File: src/hdl/msf_pkg.sv
// Shared types and widths for the match distance sigma filter.
// Used by the front, queue, back end and top level; depends on nothing.
package msf_pkg;

    localparam int unsigned COORD_W = 16;
    localparam int unsigned INDEX_W = 16;
    localparam int unsigned DIST_W = 17;
    localparam int unsigned SUM_W = 23;
    localparam int unsigned SQSUM_W = 40;
    localparam int unsigned SIGMA_W = 12;
    localparam logic [SIGMA_W-1:0] SIGMA_RESET = 12'd256;
    localparam int unsigned MAX_PAIRS_DEFAULT = 64;

    // One classified pair handed from the front to the back end.
    typedef struct packed {
        logic               last;
        logic [DIST_W-1:0]  distance;
        logic [INDEX_W-1:0] second_index;
        logic [INDEX_W-1:0] first_index;
    } t_pair;

endpackage

File: src/hdl/msf_queue.sv
// Two-entry queue between the front and back ends.
// Depends on msf_pkg for the pair type.
module msf_queue (
    input  logic           i_clk,
    input  logic           i_rst_n,
    input  logic           i_push,
    input  msf_pkg::t_pair i_item,
    input  logic           i_pop,
    output msf_pkg::t_pair o_item,
    output logic           o_full,
    output logic           o_empty
);

    msf_pkg::t_pair r_mem [2];
    logic           r_wp, r_rp;
    logic [1:0]     r_count;

    assign o_full = (r_count == 2'd2);
    assign o_empty = (r_count == 2'd0);
    assign o_item = r_mem[r_rp];

    // Pointers and fill level.
    always_ff @(posedge i_clk) begin
        if (!i_rst_n) begin
            r_wp <= 1'b0;
            r_rp <= 1'b0;
            r_count <= 2'd0;
        end else begin
            if (i_push) r_wp <= ~r_wp;
            if (i_pop) r_rp <= ~r_rp;
            r_count <= r_count + 2'(i_push) - 2'(i_pop);
        end
    end

    // Storage.
    always_ff @(posedge i_clk) begin
        if (i_push) r_mem[r_wp] <= i_item;
    end

endmodule

File: config.mk
export PLATFORM = sky130hd
export DESIGN_NAME = msf_queue
export DESIGN_NICKNAME = d
export VERILOG_FILES = /design/src/hdl/msf_pkg.sv /design/src/hdl/msf_queue.sv
export SDC_FILE = /design/constraint.sdc
export NUM_CORES = 1
export LEC_CHECK = 0
export ABC_AREA = 0
export ABC_CLOCK_PERIOD_IN_PS = 7860
export BUFFER_PORTS_ARGS = -buffer_cell sky130_fd_sc_hd__buf_2
export CORE_AREA = 2 2 94 96
export CTS_BUF_LIST = sky130_fd_sc_hd__clkbuf_16
export CTS_CLUSTER_SIZE = 14
export DETAILED_ROUTE_END_ITERATION = 8
export DIE_AREA = 0 0 96 98
export PLACE_DENSITY = 0.75
export RECOVER_POWER = 25
export SYNTH_ARGS = -nofsm -noshare
export SYNTH_HDL_FRONTEND = slang
export SYNTH_SLANG_ARGS = --single-unit
File: constraint.sdc
create_clock -name i_clk -period 7.86 [get_ports i_clk]
set_clock_uncertainty 0.1 [all_clocks]
set_input_delay 0.393 -clock i_clk [delete_from_list [all_inputs] [get_ports i_clk]]
set_output_delay 0.393 -clock i_clk [all_outputs]
set_load 0.01 [all_outputs]
Word level (Yosys, flattened, before mapping) --
Memory sizes are Yosys's and may differ from the RTL's. A register that Yosys moved wholly into a read port is not among the register bits. Cells that the tools add are included.
Word-level totals: memories kept 1, input port bits 54, register bits 4, bits in writable memories 100
Memory list:
- r_mem | words 2, width 50, rd ports 1, clocked after memory_dff 1, wr ports 1, RTL line msf_queue.sv:14 | msf_pkg::t_pair r_mem [2];
Operators by class: equal/unequal tests 1, muxes and demuxes 4, reductions and logical operators 1, add/subtract/negate cells 2, bitwise gates (word level) 2
Operator list (number):
- $mux W1 | 4
- $add A2 B1 Y2 | 1
- $eq A2 B2 Y1 const B | 1
- $logic_not A2 Y1 | 1
- $not A1 Y1 | 2
- $sub A2 B1 Y2 | 1

Longest topological paths before layout --
depth in word-level cells 3, gate-level depth with buffers 6

Worst setup path before layout --
Ideal clock, no wire load.
kind input-to-reg, start input port i_push, end memory r_mem[0][0] (netlist name), enable pin, path slack 4655 ps, data required time 7295 ps, data arrival time 2640 ps, stages 1, cells stage by stage nor2b_1
Between the ends: cells in the longest elaborated chain, start to end 2
Ends and longest elaborated chain:
- from (decl) | RTL line msf_queue.sv:6 | input logic i_push,
- $mux W1 | RTL line msf_queue.sv:37 | if (i_push) r_mem[r_wp] <= i_item;
- $mux W1 (implied by the code) | RTL line msf_queue.sv:37
- to (decl) | RTL line msf_queue.sv:14
Every way passes these cells.

==> impl_summary.txt <==
----------------------------------------------------
[Die]
  CORE AREA ... 8470 µm²
  Site row count ... 34
  Initial Utilization ... 48.3%
  # IOs ... 106
  Die span in x ... 96 µm
  Vert. Die Dim ... 98 µm
  Die footprint ... 9410 µm²

[Synthesis]
  Most frequent cells after synthesis ... sky130_fd_sc_hd__edfxtp_1 (100), sky130_fd_sc_hd__mux2_4 (50), sky130_fd_sc_hd__buf_12 (5), sky130_fd_sc_hd__dfxtp_1 (5)
  Cells after synthesis ... 177
  Count of unique library cells instantiated by Yosys ... 13
  Count of yosys warnings during synthesis ... 0
  Area share of fa/ha/maj cells after synthesis ... 0.612%
  Number of enable-type register cells in the synthesized netlist ... 100
  Share of the synthesized area in compound gates (AO/OA/AOI/OAI) ... 0.184%
  Cell area after synthesis ... 4090 µm²
  Ranking of synthesized cells by area ... sky130_fd_sc_hd__edfxtp_1 (73%), sky130_fd_sc_hd__mux2_4 (18%), sky130_fd_sc_hd__buf_12 (2.4%), sky130_fd_sc_hd__dfxtp_1 (2.4%), sky130_fd_sc_hd__and2_1 (0.61%)
  Proportion of synthesized chip area in sequential cells ... 75.9%
  Synthesized area per cell ... 23.1 µm²
  Number of nets in the synthesized netlist ... 233
  Seq cells post-synth ... 105
  Most instantiated flip-flop cell in the synthesis netlist ... sky130_fd_sc_hd__edfxtp_1
  Mux cell area share after synthesis ... 18.4%
  Share of Yosys cell area claimed by the top area cell type ... 73.4%
  Async set-reset flop share out of synthesis ... 0%
  Top-count cell post-synth ... sky130_fd_sc_hd__edfxtp_1
  Library cell occupying the most area in the post-synthesis netlist ... sky130_fd_sc_hd__edfxtp_1
  Synth Area in XOR/XNOR ... 0.765%
  Dominant combinational cell family by area after synthesis ... multiplexers
  Post-synthesis simple-gate area fraction ... 1.32%

[Global route]
  Largest net degree at the start of global routing ... 51
  Vias in the first global route ... 1947
  Wire length of the first global-routing pass ... 9130 µm
  Antenna violations before repair ... 0
  Sum of overflow across all layers after global routing ... 0
  Overall fraction of global-route tracks in use ... 13.3%

[Critical path]
  CP required ... 7.37 ns
  Register-to-register setup slack ... 6.02 ns
  Critical-path top delay cell ... sky130_fd_sc_hd__dfxtp_4
  Startpoint Class ... register
  Critical Path Max Stage Delay ... 0.95 ns
  Endpoint arrival time on the critical path ... 1.82 ns
  Type of the worst setup path ... reg2out
  Maximum fanout encountered on the critical timing path ... 50
  Critical-path cell list ... mux2_4, buf_2
  Kind of end point of the critical path ... primary output

[Timing]
  Final period utilization ... 29.5%
  Final setup fails ... 0
  Worst max-slew margin expressed relative to the limit ... 38.3%
  Final Hold Fails ... 0
  Worst-margin pin slew ... 0.925 ns
  Upper clock frequency limit ... 0.432 GHz
  Slew Limit Fails ... 0
  Time the worst path needs with I/O delays and setup ... 2.32 ns
  Final sum of negative setup slack ... 0 ns
  Unrepaired setup endpoints after global routing ... no

[Final layout]
  Diodes inserted ... 0
  Fin util ... 58.0%
  Fraction of layout cells with a size suffix above 1 ... 52.4%
  Synth-to-Final Area Change ... 20.0%
  Number of standard cells in the final layout excluding fillers ... 402
  Fill cell count ... 651
  Post-layout nets ... 345

[Power and ir drop]
  Cell Pwr Density ... 243 nW/µm²
  Static leakage ... 1.93 nW
  Worst-case vdd ir drop ... 0.121 mV

[Clock tree]
  CTS buffer count ... 9
  Post-CTS setup buffer count ... 0
  CTS clock-pin slew for the worst setup and hold paths ... 0.07 ns
  Clock tree root buffer cell ... sky130_fd_sc_hd__clkbuf_16
  Clock sink count ... 105
  Clock Latency Late Sink ... 0.33 ns
  Clock buffer depth ... 2
  Maximum level of the CTS H-tree ... 3
  Hold buffer count at CTS ... 0
  Number of instances resized during post-cts repair ... 0
  Clock tree from TritonCTS ... done

[Run]
  Max-cap viol count ... 0

[Routing]
  Average via count per standard cell ... 4.77
  Initial detailed-routing violation count ... 75
  Number of detailed-routing iterations run before antenna repair ... 4
  Count of nets left with antenna violations after detail routing ... 0
  Post-DR wirelength/cell ... 15.0 µm
  Routed wire length ... 6020 µm
  Total vias in the final route ... 1917
  Residual DRC count ... 0

[Min path]
  Kind of path behind the tightest hold check ... in2reg

[Place]
  Final weighted congestion of routability-driven global placement ... 0.673
  Placed Instances ... 386
  Port Buffers ... 105
  Half-perimeter wire length after placement ... 4020 µm

[Status]
  Outcome ... complete, no violations

----------------------------------------------------
cells in the final DEF, fill, tap and decap left out:
master / instances
sky130_fd_sc_hd__and2_1: 3
sky130_fd_sc_hd__and2_2: 1
sky130_fd_sc_hd__buf_2: 85
sky130_fd_sc_hd__buf_4: 2
sky130_fd_sc_hd__clkbuf_1: 20
sky130_fd_sc_hd__clkbuf_16: 9
sky130_fd_sc_hd__clkinv_2: 2
sky130_fd_sc_hd__clkinvlp_4: 3
sky130_fd_sc_hd__dfxtp_1: 4
sky130_fd_sc_hd__dfxtp_4: 1
sky130_fd_sc_hd__edfxtp_1: 100
sky130_fd_sc_hd__ha_1: 2
sky130_fd_sc_hd__inv_1: 4
sky130_fd_sc_hd__mux2_4: 50
sky130_fd_sc_hd__nor2_1: 1
sky130_fd_sc_hd__nor2b_1: 3
sky130_fd_sc_hd__nor2b_4: 1
sky130_fd_sc_hd__o21a_1: 1
sky130_fd_sc_hd__xnor3_1: 1
sky130_fd_sc_hd__xor2_1: 1
report_power, final:
part | switching [mW] | total, mW | internal (mW)
registers | 0.0221 | 0.668 | 0.646
clock network | 0.177 | 0.388 | 0.211
logic | 0.0553 | 0.135 | 0.0800
worst max-delay path, delay by kind of cell (launching register included):
kind,cells,cell delay [ns]
mux,1,0.36
flops,1,0.95
buf+inv,1,0.14
per-stage QoR:
step	power, mW	hold WS (ns)	instance area (µm²)	worst slack, ns
5_1_grt	1.24	0.132	4910	5.45
3_5_place_dp	0.821	0.464	4670	5.81
4_1_cts	1.21	0.132	4930	5.51
2_1_floorplan	0.774	0.392	4090	4.65
6_report	1.19	0.147	4910	5.54
3_3_place_gp	0.816	0.457	4670	5.86
routing by layer:
layer  part of all wire (%)  global-route usage, %  vias up
met4                    1.3                   6.92        0
met3                    6.4                   3.40        9
met5                      0                      0        -
met2                     52                   22.1       71
li1                       -                      -      912
met1                     40                   15.7      925
path summary, 6_finish.rpt:
kind / start / end / depth (start not counted)
max: register / o_item[22] / 2
min: i_item[30] / r_mem[1][30] / 1
max reg2reg: r_wp / r_mem[1][48] / 2
min reg2reg: r_rp / register / 2
cell families (layout without fill, tap and decap cells):
kind of cell,Yosys count,count (layout)
muxes,50,50
AOI/OAI and AO/OA,1,1
xor gates and xnor gates,2,2
DFF,105,105
and+or+nand+nor,9,9
buffers and inverters,8,125
adders and majority gates,2,2
registers in the layout, indices dropped and copies added (netlist names), named ones only:
register and count:
r_mem 100, r_wp 1, r_rp 1, r_count 2
layout make-up:
cell class / count / area (µm²) / share of cell area [%]
clock buffers: 9 / 225 / 4.59
clock inverters: 7 / 40.0 / 0.816
inverters: 2 / 7.51 / 0.153
multi-input cells: 64 / 877 / 17.9
flip-flops and latches: 105 / 3110 / 63.3
well taps: 108 / 135 / 2.75
repair buffers: 107 / 515 / 10.5
Note: power is estimated with default switching activity, not from simulation.
