<file path="config.mk">
export PLATFORM = sky130hd
export DESIGN_NAME = msf_front
export DESIGN_NICKNAME = d
export VERILOG_FILES = /design/src/hdl/msf_pkg.sv /design/src/hdl/msf_front.sv
export SDC_FILE = /design/constraint.sdc
export NUM_CORES = 2
export LEC_CHECK = 0
export BUFFER_PORTS_ARGS = -buffer_cell sky130_fd_sc_hd__buf_2
export CAP_MARGIN = 5
export CORE_UTILIZATION = 30
export DETAILED_ROUTE_END_ITERATION = 8
export MAX_ROUTING_LAYER = met4
export PLACE_DENSITY = 0.48
export SYNTH_ARGS = -nofsm -noshare
export SYNTH_HDL_FRONTEND = slang
export SYNTH_SLANG_ARGS = --single-unit
</file>
<file path="constraint.sdc">
create_clock -name i_clk -period 8.87 [get_ports i_clk]
set_clock_uncertainty 0.15 [all_clocks]
set_input_delay 1.3305 -clock i_clk [delete_from_list [all_inputs] [get_ports i_clk]]
set_output_delay 1.3305 -clock i_clk [all_outputs]
set_load 0.005 [all_outputs]
</file>
<file path="src/hdl/msf_pkg.sv">
// Shared types and widths for the match distance sigma filter.
// Used by the front, queue, back end and top level; depends on nothing.
package msf_pkg;

    localparam int unsigned COORD_W = 16;
    localparam int unsigned INDEX_W = 16;
    localparam int unsigned DIST_W = 17;
    localparam int unsigned SUM_W = 23;
    localparam int unsigned SQSUM_W = 40;
    localparam int unsigned SIGMA_W = 12;
    localparam logic [SIGMA_W-1:0] SIGMA_RESET = 12'd256;
    localparam int unsigned MAX_PAIRS_DEFAULT = 64;

    // One classified pair handed from the front to the back end.
    typedef struct packed {
        logic               last;
        logic [DIST_W-1:0]  distance;
        logic [INDEX_W-1:0] second_index;
        logic [INDEX_W-1:0] first_index;
    } t_pair;

endpackage

</file>
<file path="src/hdl/msf_front.sv">
// Front end: accepts a point pair and forms the floor Euclidean distance.
// Depends on msf_pkg; feeds msf_queue.
module msf_front (
    input  logic                          i_clk,
    input  logic                          i_rst_n,
    input  logic                          start,
    output logic                          busy,
    input  logic [msf_pkg::COORD_W-1:0]   i_first_x,
    input  logic [msf_pkg::COORD_W-1:0]   i_first_y,
    input  logic [msf_pkg::COORD_W-1:0]   i_second_x,
    input  logic [msf_pkg::COORD_W-1:0]   i_second_y,
    input  logic [msf_pkg::INDEX_W-1:0]   i_first_index,
    input  logic [msf_pkg::INDEX_W-1:0]   i_second_index,
    input  logic                          i_last_pair,
    input  logic                          i_full,
    output logic                          o_push,
    output msf_pkg::t_pair                o_item
);

    localparam logic [1:0] F_IDLE = 2'd0;
    localparam logic [1:0] F_SQ   = 2'd1;
    localparam logic [1:0] F_ROOT = 2'd2;
    localparam logic [1:0] F_PUSH = 2'd3;
    localparam int unsigned RW = 36;
    localparam logic [3:0] ROOT_LAST = 4'd8;

    logic [1:0]                   r_state;
    logic [msf_pkg::COORD_W-1:0]  r_dx, r_dy;
    logic [msf_pkg::INDEX_W-1:0]  r_idx1, r_idx2;
    logic                         r_last;
    logic [RW-1:0]                r_rem, r_root, r_bit;
    logic [3:0]                   r_cnt;
    logic [RW-1:0]                n_rem, n_root, n_bit;
    logic [RW-1:0]                step_sum;
    logic                         accept;

    assign accept = start && (r_state == F_IDLE);
    assign busy = (r_state != F_IDLE);
    assign o_push = (r_state == F_PUSH) && !i_full;
    assign o_item = '{last: r_last, distance: r_root[msf_pkg::DIST_W-1:0],
                      second_index: r_idx2, first_index: r_idx1};

    // Two digit-by-digit square root steps per cycle.
    always_comb begin
        n_rem = r_rem;
        n_root = r_root;
        n_bit = r_bit;
        for (int k = 0; k < 2; k++) begin
            step_sum = n_root + n_bit;
            if (n_rem >= step_sum) begin
                n_rem = n_rem - step_sum;
                n_root = (n_root >> 1) + n_bit;
            end else begin
                n_root = n_root >> 1;
            end
            n_bit = n_bit >> 2;
        end
    end

    // Control sequence: capture, square, root, hand over.
    always_ff @(posedge i_clk) begin
        if (!i_rst_n) begin
            r_state <= F_IDLE;
        end else begin
            unique case (r_state)
                F_IDLE: if (accept) r_state <= F_SQ;
                F_SQ:   r_state <= F_ROOT;
                F_ROOT: if (r_cnt == ROOT_LAST) r_state <= F_PUSH;
                F_PUSH: if (!i_full) r_state <= F_IDLE;
                default: r_state <= F_IDLE;
            endcase
        end
    end

    // Datapath registers.
    always_ff @(posedge i_clk) begin
        if (accept) begin
            r_dx <= (i_first_x >= i_second_x) ? i_first_x - i_second_x
                                              : i_second_x - i_first_x;
            r_dy <= (i_first_y >= i_second_y) ? i_first_y - i_second_y
                                              : i_second_y - i_first_y;
            r_idx1 <= i_first_index;
            r_idx2 <= i_second_index;
            r_last <= i_last_pair;
        end
        if (r_state == F_SQ) begin
            r_rem <= RW'({16'd0, r_dx} * {16'd0, r_dx})
                   + RW'({16'd0, r_dy} * {16'd0, r_dy});
            r_root <= '0;
            r_bit <= RW'(1) << 34;
            r_cnt <= '0;
        end else if (r_state == F_ROOT) begin
            r_rem <= n_rem;
            r_root <= n_root;
            r_bit <= n_bit;
            r_cnt <= r_cnt + 4'd1;
        end
    end

endmodule

</file>
# After elaboration in Yosys (flattened, before gate mapping)

Index checks and enable logic that the tools add are counted.
Widths: inputs -> output; s select.

Input port bits: 101
Logic and storage cells: 54
Bits in registers: 152

Order comparisons: 4
Reduce and logical (&&, ||, !) cells: 7
$mul: 2
$add $sub $neg: 12
Equal/unequal tests: 7
Multiplexer cells: 12

Operators by type and width:

| kind                | count |
|---|---|
| $mux 36             | 6 |
| $ge 36x36->1        | 2 |
| $sub 36x36->36      | 2 |
| $mul 16x16->32      | 2 |
| $sub 16x16->16      | 4 |
| $add 35x33->36      | 1 |
| $add 35x35->36      | 1 |
| $add 36x33->36      | 1 |
| $add 36x35->36      | 1 |
| $add 32x32->33      | 1 |
| $ge 16x16->1        | 2 |
| $mux 16             | 2 |
| $pmux 2 s4          | 1 |
| $mux 2              | 3 |
| $ne 2x2->1 const B  | 3 |
| $add 4x1->4 const B | 1 |
| $eq 2x2->1 const B  | 2 |
| $eq 4x4->1 const B  | 1 |
| $reduce_bool 2->1   | 2 |
| $reduce_and 3->1    | 1 |
| $eq 2x1->1 const B  | 1 |
| $logic_and 1x1->1   | 2 |
| $logic_not 2->1     | 1 |
| $logic_not 1->1     | 1 |

# Logic depth before layout (Yosys ltp)

Depth after elaboration: 8
Depth in mapped cells: 49
Gate-level depth less buffers: 46

# Worst setup path after synthesis

No wires, ideal clock.

Kind: reg-to-reg
Start point: register r_root[2]
End point: register r_rem[35], data pin
Required time: 8.568 ns
Slack: -0.525 ns
Data arrival time: 9.093 ns
Stages on the path, launching flop included: 46
Buffers on the path: 5
Clock period less this slack: 9.395 ns
Cells stage by stage: dfxtp_1 > ha_1 > and3_1 > a31oi_1 > o21bai_1 > a21oi_1 > nor2_1 > o21a_1 > a41oi_1 > nor2_1 > a31oi_1 > nor2_1 > a31oi_1 > nor2_1 > xnor2_1 > ha_1 > and3_1 > nand2_1 > [10 not listed] > a22oi_1 > a221o_1 > a31oi_1 > xnor2_1 > ha_1 > a21o_1 > a21o_1 > a21oi_1 > o21ai_0 > a211oi_1 > o41ai_1 > o21ai_0 > a31o_2 > clkbuf_1 > clkbuf_1 > clkbuf_1 > nand3_1 > a31oi_1

Cells in the longest elaborated chain, start to end: 8

RTL lines:

| element                                               | RTL line                         | RTL |
|---|---|---|
| from (decl)                                           | msf_front.sv:31                  | `logic [RW-1:0] r_rem, r_root, r_bit;` |
| from (signal assigned)                                | msf_front.sv:94                  | `r_root <= n_root;` |
| $add 36x35->36                                        | msf_front.sv:49                  | `step_sum = n_root + n_bit;` |
| $ge 36x36->1                                          | msf_front.sv:50                  | `if (n_rem >= step_sum) begin` |
| $mux 36                                               | msf_front.sv:50                  |  |
| $add 36x33->36                                        | msf_front.sv:49                  |  |
| $sub 36x36->36 / $ge 36x36->1 (equally long branches) | msf_front.sv:51, msf_front.sv:50 |  |
| $mux 36 (*)                                           | msf_front.sv:50                  |  |
| $mux 36 (*)                                           | msf_front.sv:92                  | `end else if (r_state == F_ROOT) begin` |
| $mux 36 (*)                                           | msf_front.sv:86                  | `if (r_state == F_SQ) begin` |
| to (signal assigned)                                  | msf_front.sv:87                  | `r_rem <= RW'({16'd0, r_dx} * {16'd0, r_dx})` |
| to (signal assigned)                                  | msf_front.sv:93                  | `r_rem <= n_rem;` |
| to (decl)                                             | msf_front.sv:31                  |  |

Every way passes the cells marked *; elsewhere a longest branch is shown, timed or not. The select of a mux whose other input is x is not followed.
A chain may end at the register's enable or synchronous reset.

# Final worst setup path

Start point: register r_bit[2]
End point: register r_root[7]

Cells in the longest elaborated chain, start to end: 6

RTL lines:

| element                | RTL line        | RTL |
|---|---|---|
| from (decl)            | msf_front.sv:31 |  |
| from (signal assigned) | msf_front.sv:90 | `r_bit <= RW'(1) << 34;` |
| from (signal assigned) | msf_front.sv:95 | `r_bit <= n_bit;` |
| $add 36x35->36         | msf_front.sv:49 |  |
| $ge 36x36->1           | msf_front.sv:50 |  |
| $mux 36                | msf_front.sv:50 |  |
| $add 36x33->36         | msf_front.sv:49 |  |
| $ge 36x36->1           | msf_front.sv:50 |  |
| $mux 36 (*)            | msf_front.sv:50 |  |

Every way passes the cells marked *; elsewhere a longest branch is shown, timed or not.

==> flow_metrics.env <==
export IMPL_ioPinCount=153
export IMPL_arrival_ns=8.90
export IMPL_crit_fanout=5
export IMPL_worstHoldStart="r_cnt[3]$_SDFFE_PP0P_"
export IMPL_rsz0062_at_grt="true"
export IMPL_critPathSlowestCell="or4_4"
export IMPL_cpPeakStageDelay_ns=0.58
export IMPL_gr_total_overflow=0
export IMPL_clockRootBuffer="clkbuf_16"
export IMPL_synthTopCellsByCount="inv_1, fa_1, ha_1"
export IMPL_area_growth_pct=20.73
export IMPL_drc=0
export IMPL_synth_cells=3629
export IMPL_ys_warnings_count=0
export IMPL_grt_max_degree=56
export IMPL_dpl_hpwl_um=76480
export IMPL_status="finished, final reports clean"
export IMPL_hold_viol=0
export IMPL_synth_top_cell_area_share_pct=24.97
export IMPL_hold_path_class="reg2reg"
export IMPL_finalNonFillerCells=5414
export IMPL_initial_core_util_pct=30.39
export IMPL_netlist_area_sq_um=31580
export IMPL_clockBufferDepth=2
export IMPL_worst_setup_path_end_kind="register"
export IMPL_wire_per_inst_um=17.18
export IMPL_drive_gt1_share_pct=18.67
export IMPL_period_share_pct=98.07
export IMPL_synth_edf_count=101
export IMPL_required_ns=9.07
export IMPL_synthFlopType="edfxtp_1"
export IMPL_cts_sinks=152
export IMPL_synth_area_top_cells="fa_1, ha_1, edfxtp_1"
export IMPL_synthArstFlopShare_pct=0
export IMPL_cap_violations=0
export IMPL_crit_type="reg2reg"
export IMPL_die_area_sq_um=106600
export IMPL_setup_viol=0
export IMPL_multi_input_area_sq_um=25460
export IMPL_cts_buffers=17
export IMPL_fillers=10880
export IMPL_antenna_found_initial=2
export IMPL_fmax_mhz=115.0
export IMPL_worst_path_most_repeated_cell="o21ai_2"
export IMPL_gp_congestion=0.8809
export IMPL_yosysSeqAreaShare_pct=12.84
export IMPL_drt_iter0_markers=1358
export IMPL_maxSlewHeadroom_pct=34.12
export IMPL_die_height_um=326.5
export IMPL_diodes=0
export IMPL_crit_path_start_kind="register"
export IMPL_tightest_slew_ns=0.9846
export IMPL_wirelength_um=93020
export IMPL_via_per_inst=4.836
export IMPL_fp_dieW_um=326.5
export IMPL_cp_startpoint="r_bit[2]$_SDFFE_PP0P_"
export IMPL_yosysUniqueCellTypes=93
export IMPL_placementRows=118
export IMPL_r2r_start="r_bit[2]$_SDFFE_PP0P_"
export IMPL_vias=26180
export IMPL_register_area_sq_um=4059
export IMPL_cts_htree_levels=4
export IMPL_clk_pin_slew_ns=0.07
export IMPL_nNetsFinal=4891
export IMPL_grt_pass1_vias=26400
export IMPL_final_max_slew_viol_count=0
export IMPL_ant_nets=0
export IMPL_place_inst=5344
export IMPL_insertion_delay_ns=0.50
export IMPL_min_period_ns=8.699
export IMPL_post_synth_top_count_cell="inv_1"
export IMPL_grt_pass1_wl_um=143800
export IMPL_syn_area_per_cell_sq_um=8.703
export IMPL_port_buffers=152
export IMPL_coreArea_sq_um=103900
export IMPL_fin_util_pct=36.69
export IMPL_synth_seq_cells=152
export IMPL_cts_tree="done"
export IMPL_yosysTopAreaCell="fa_1"
export IMPL_syn_num_nets=4499
export IMPL_track_usage_pct=17.62
export IMPL_firstDrtPassIters=6
export IMPL_worst_hold_slack_ns=0.3754
[worst max-delay path, delay by kind of cell (launching register included)]
kind,cells,cell delay [ns]
flops,1,0.34
compound gates,22,4.52
buf+inv,1,0.17
simple gates,12,1.54
xor+xnor,4,0.57
fa+ha+maj,5,1.26
[cells by family (layout without fill, tap and decap cells)]
kind of cell / after synthesis / in the layout / share of synthesized area, %
xor gates and xnor gates: 249 / 249 / 6.952
DFF: 152 / 152 / 12.84
AOI/OAI and AO/OA: 677 / 678 / 14.32
and+or+nand+nor: 917 / 917 / 14.15
adders and majority gates: 769 / 769 / 39.83
buffers and inverters: 802 / 1206 / 9.828
muxes: 63 / 63 / 2.080
[cell usage in the layout, fill, tap and decap left out, types with 31 or more instances in the layout]
cell type	n
inv_1	662
buf_4	322
nor2_1	182
o21ai_0	88
mux2i_1	45
nor3_1	32
nor2b_1	36
nand3_1	53
xor2_1	100
nand2_1	292
and3_1	31
buf_2	152
ha_1	366
edfxtp_1	101
dfxtp_1	47
xnor2_1	139
fa_1	394
a21oi_1	179
a21o_1	95
and2_1	126
[flip-flops by register name, indices dropped and copies added, names as in the netlist]
signal and count:
r_rem 36, r_state 2, r_cnt 4, r_dx 16
r_idx2 16, r_idx1 16, r_last 1, r_root 36
r_bit 9, r_dy 16
[area by class of cell]
type	instances	area share, %
clock buffers	20	1.201
clock inverters	12	0.3019
inverters	663	6.527
multi-input cells	2676	66.78
flip-flops and latches	152	10.64
well taps	1380	4.528
repair buffers	511	10.01
[path summary, 6_finish.rpt]
| path | cells after the start | to | slack [ns] |
|---|---|---|---|
| worst min register to register | 2 | r_cnt[3]$_SDFFE_PP0P_ | 0.38 |
| worst max register to register | 44 | r_root[7]$_SDFFE_PP0P_ | 0.17 |
| worst min-delay path | 2 | r_cnt[3]$_SDFFE_PP0P_ | 0.38 |
| worst max-delay path | 44 | r_root[7]$_SDFFE_PP0P_ | 0.17 |
[stage by stage]
stage | cell area (sq um) | TNS (ns) | worst slack [ns]
2_1_floorplan | 31630 | 0 | 0.01652
3_3_place_gp | 36020 | -10.44 | -0.3346
3_5_place_dp | 36020 | -14.76 | -0.3482
4_1_cts | 36770 | 0 | 0.03015
5_1_grt | 38130 | -5.931 | -0.2261
6_report | 38130 | 0 | 0.1711
[per-layer routing]
layer  global-route usage (%)  part of all wire, %
met1                    23.00                   46
met2                    29.12                   48
met3                    1.876                  3.6
met4                    4.277                  1.7
met5                        -                    0
[timing repair]
action,4_1_cts,5_1_grt
endpoints found under the setup margin,72,72
hold buffers,0,0
gates cloned,1,12
setup buffers,4,22
gates resized for setup,18,197
pin swaps,11,108
Power is not shown: default switching activity piles up to over one toggle a cycle in this logic, so the estimate is an artifact.
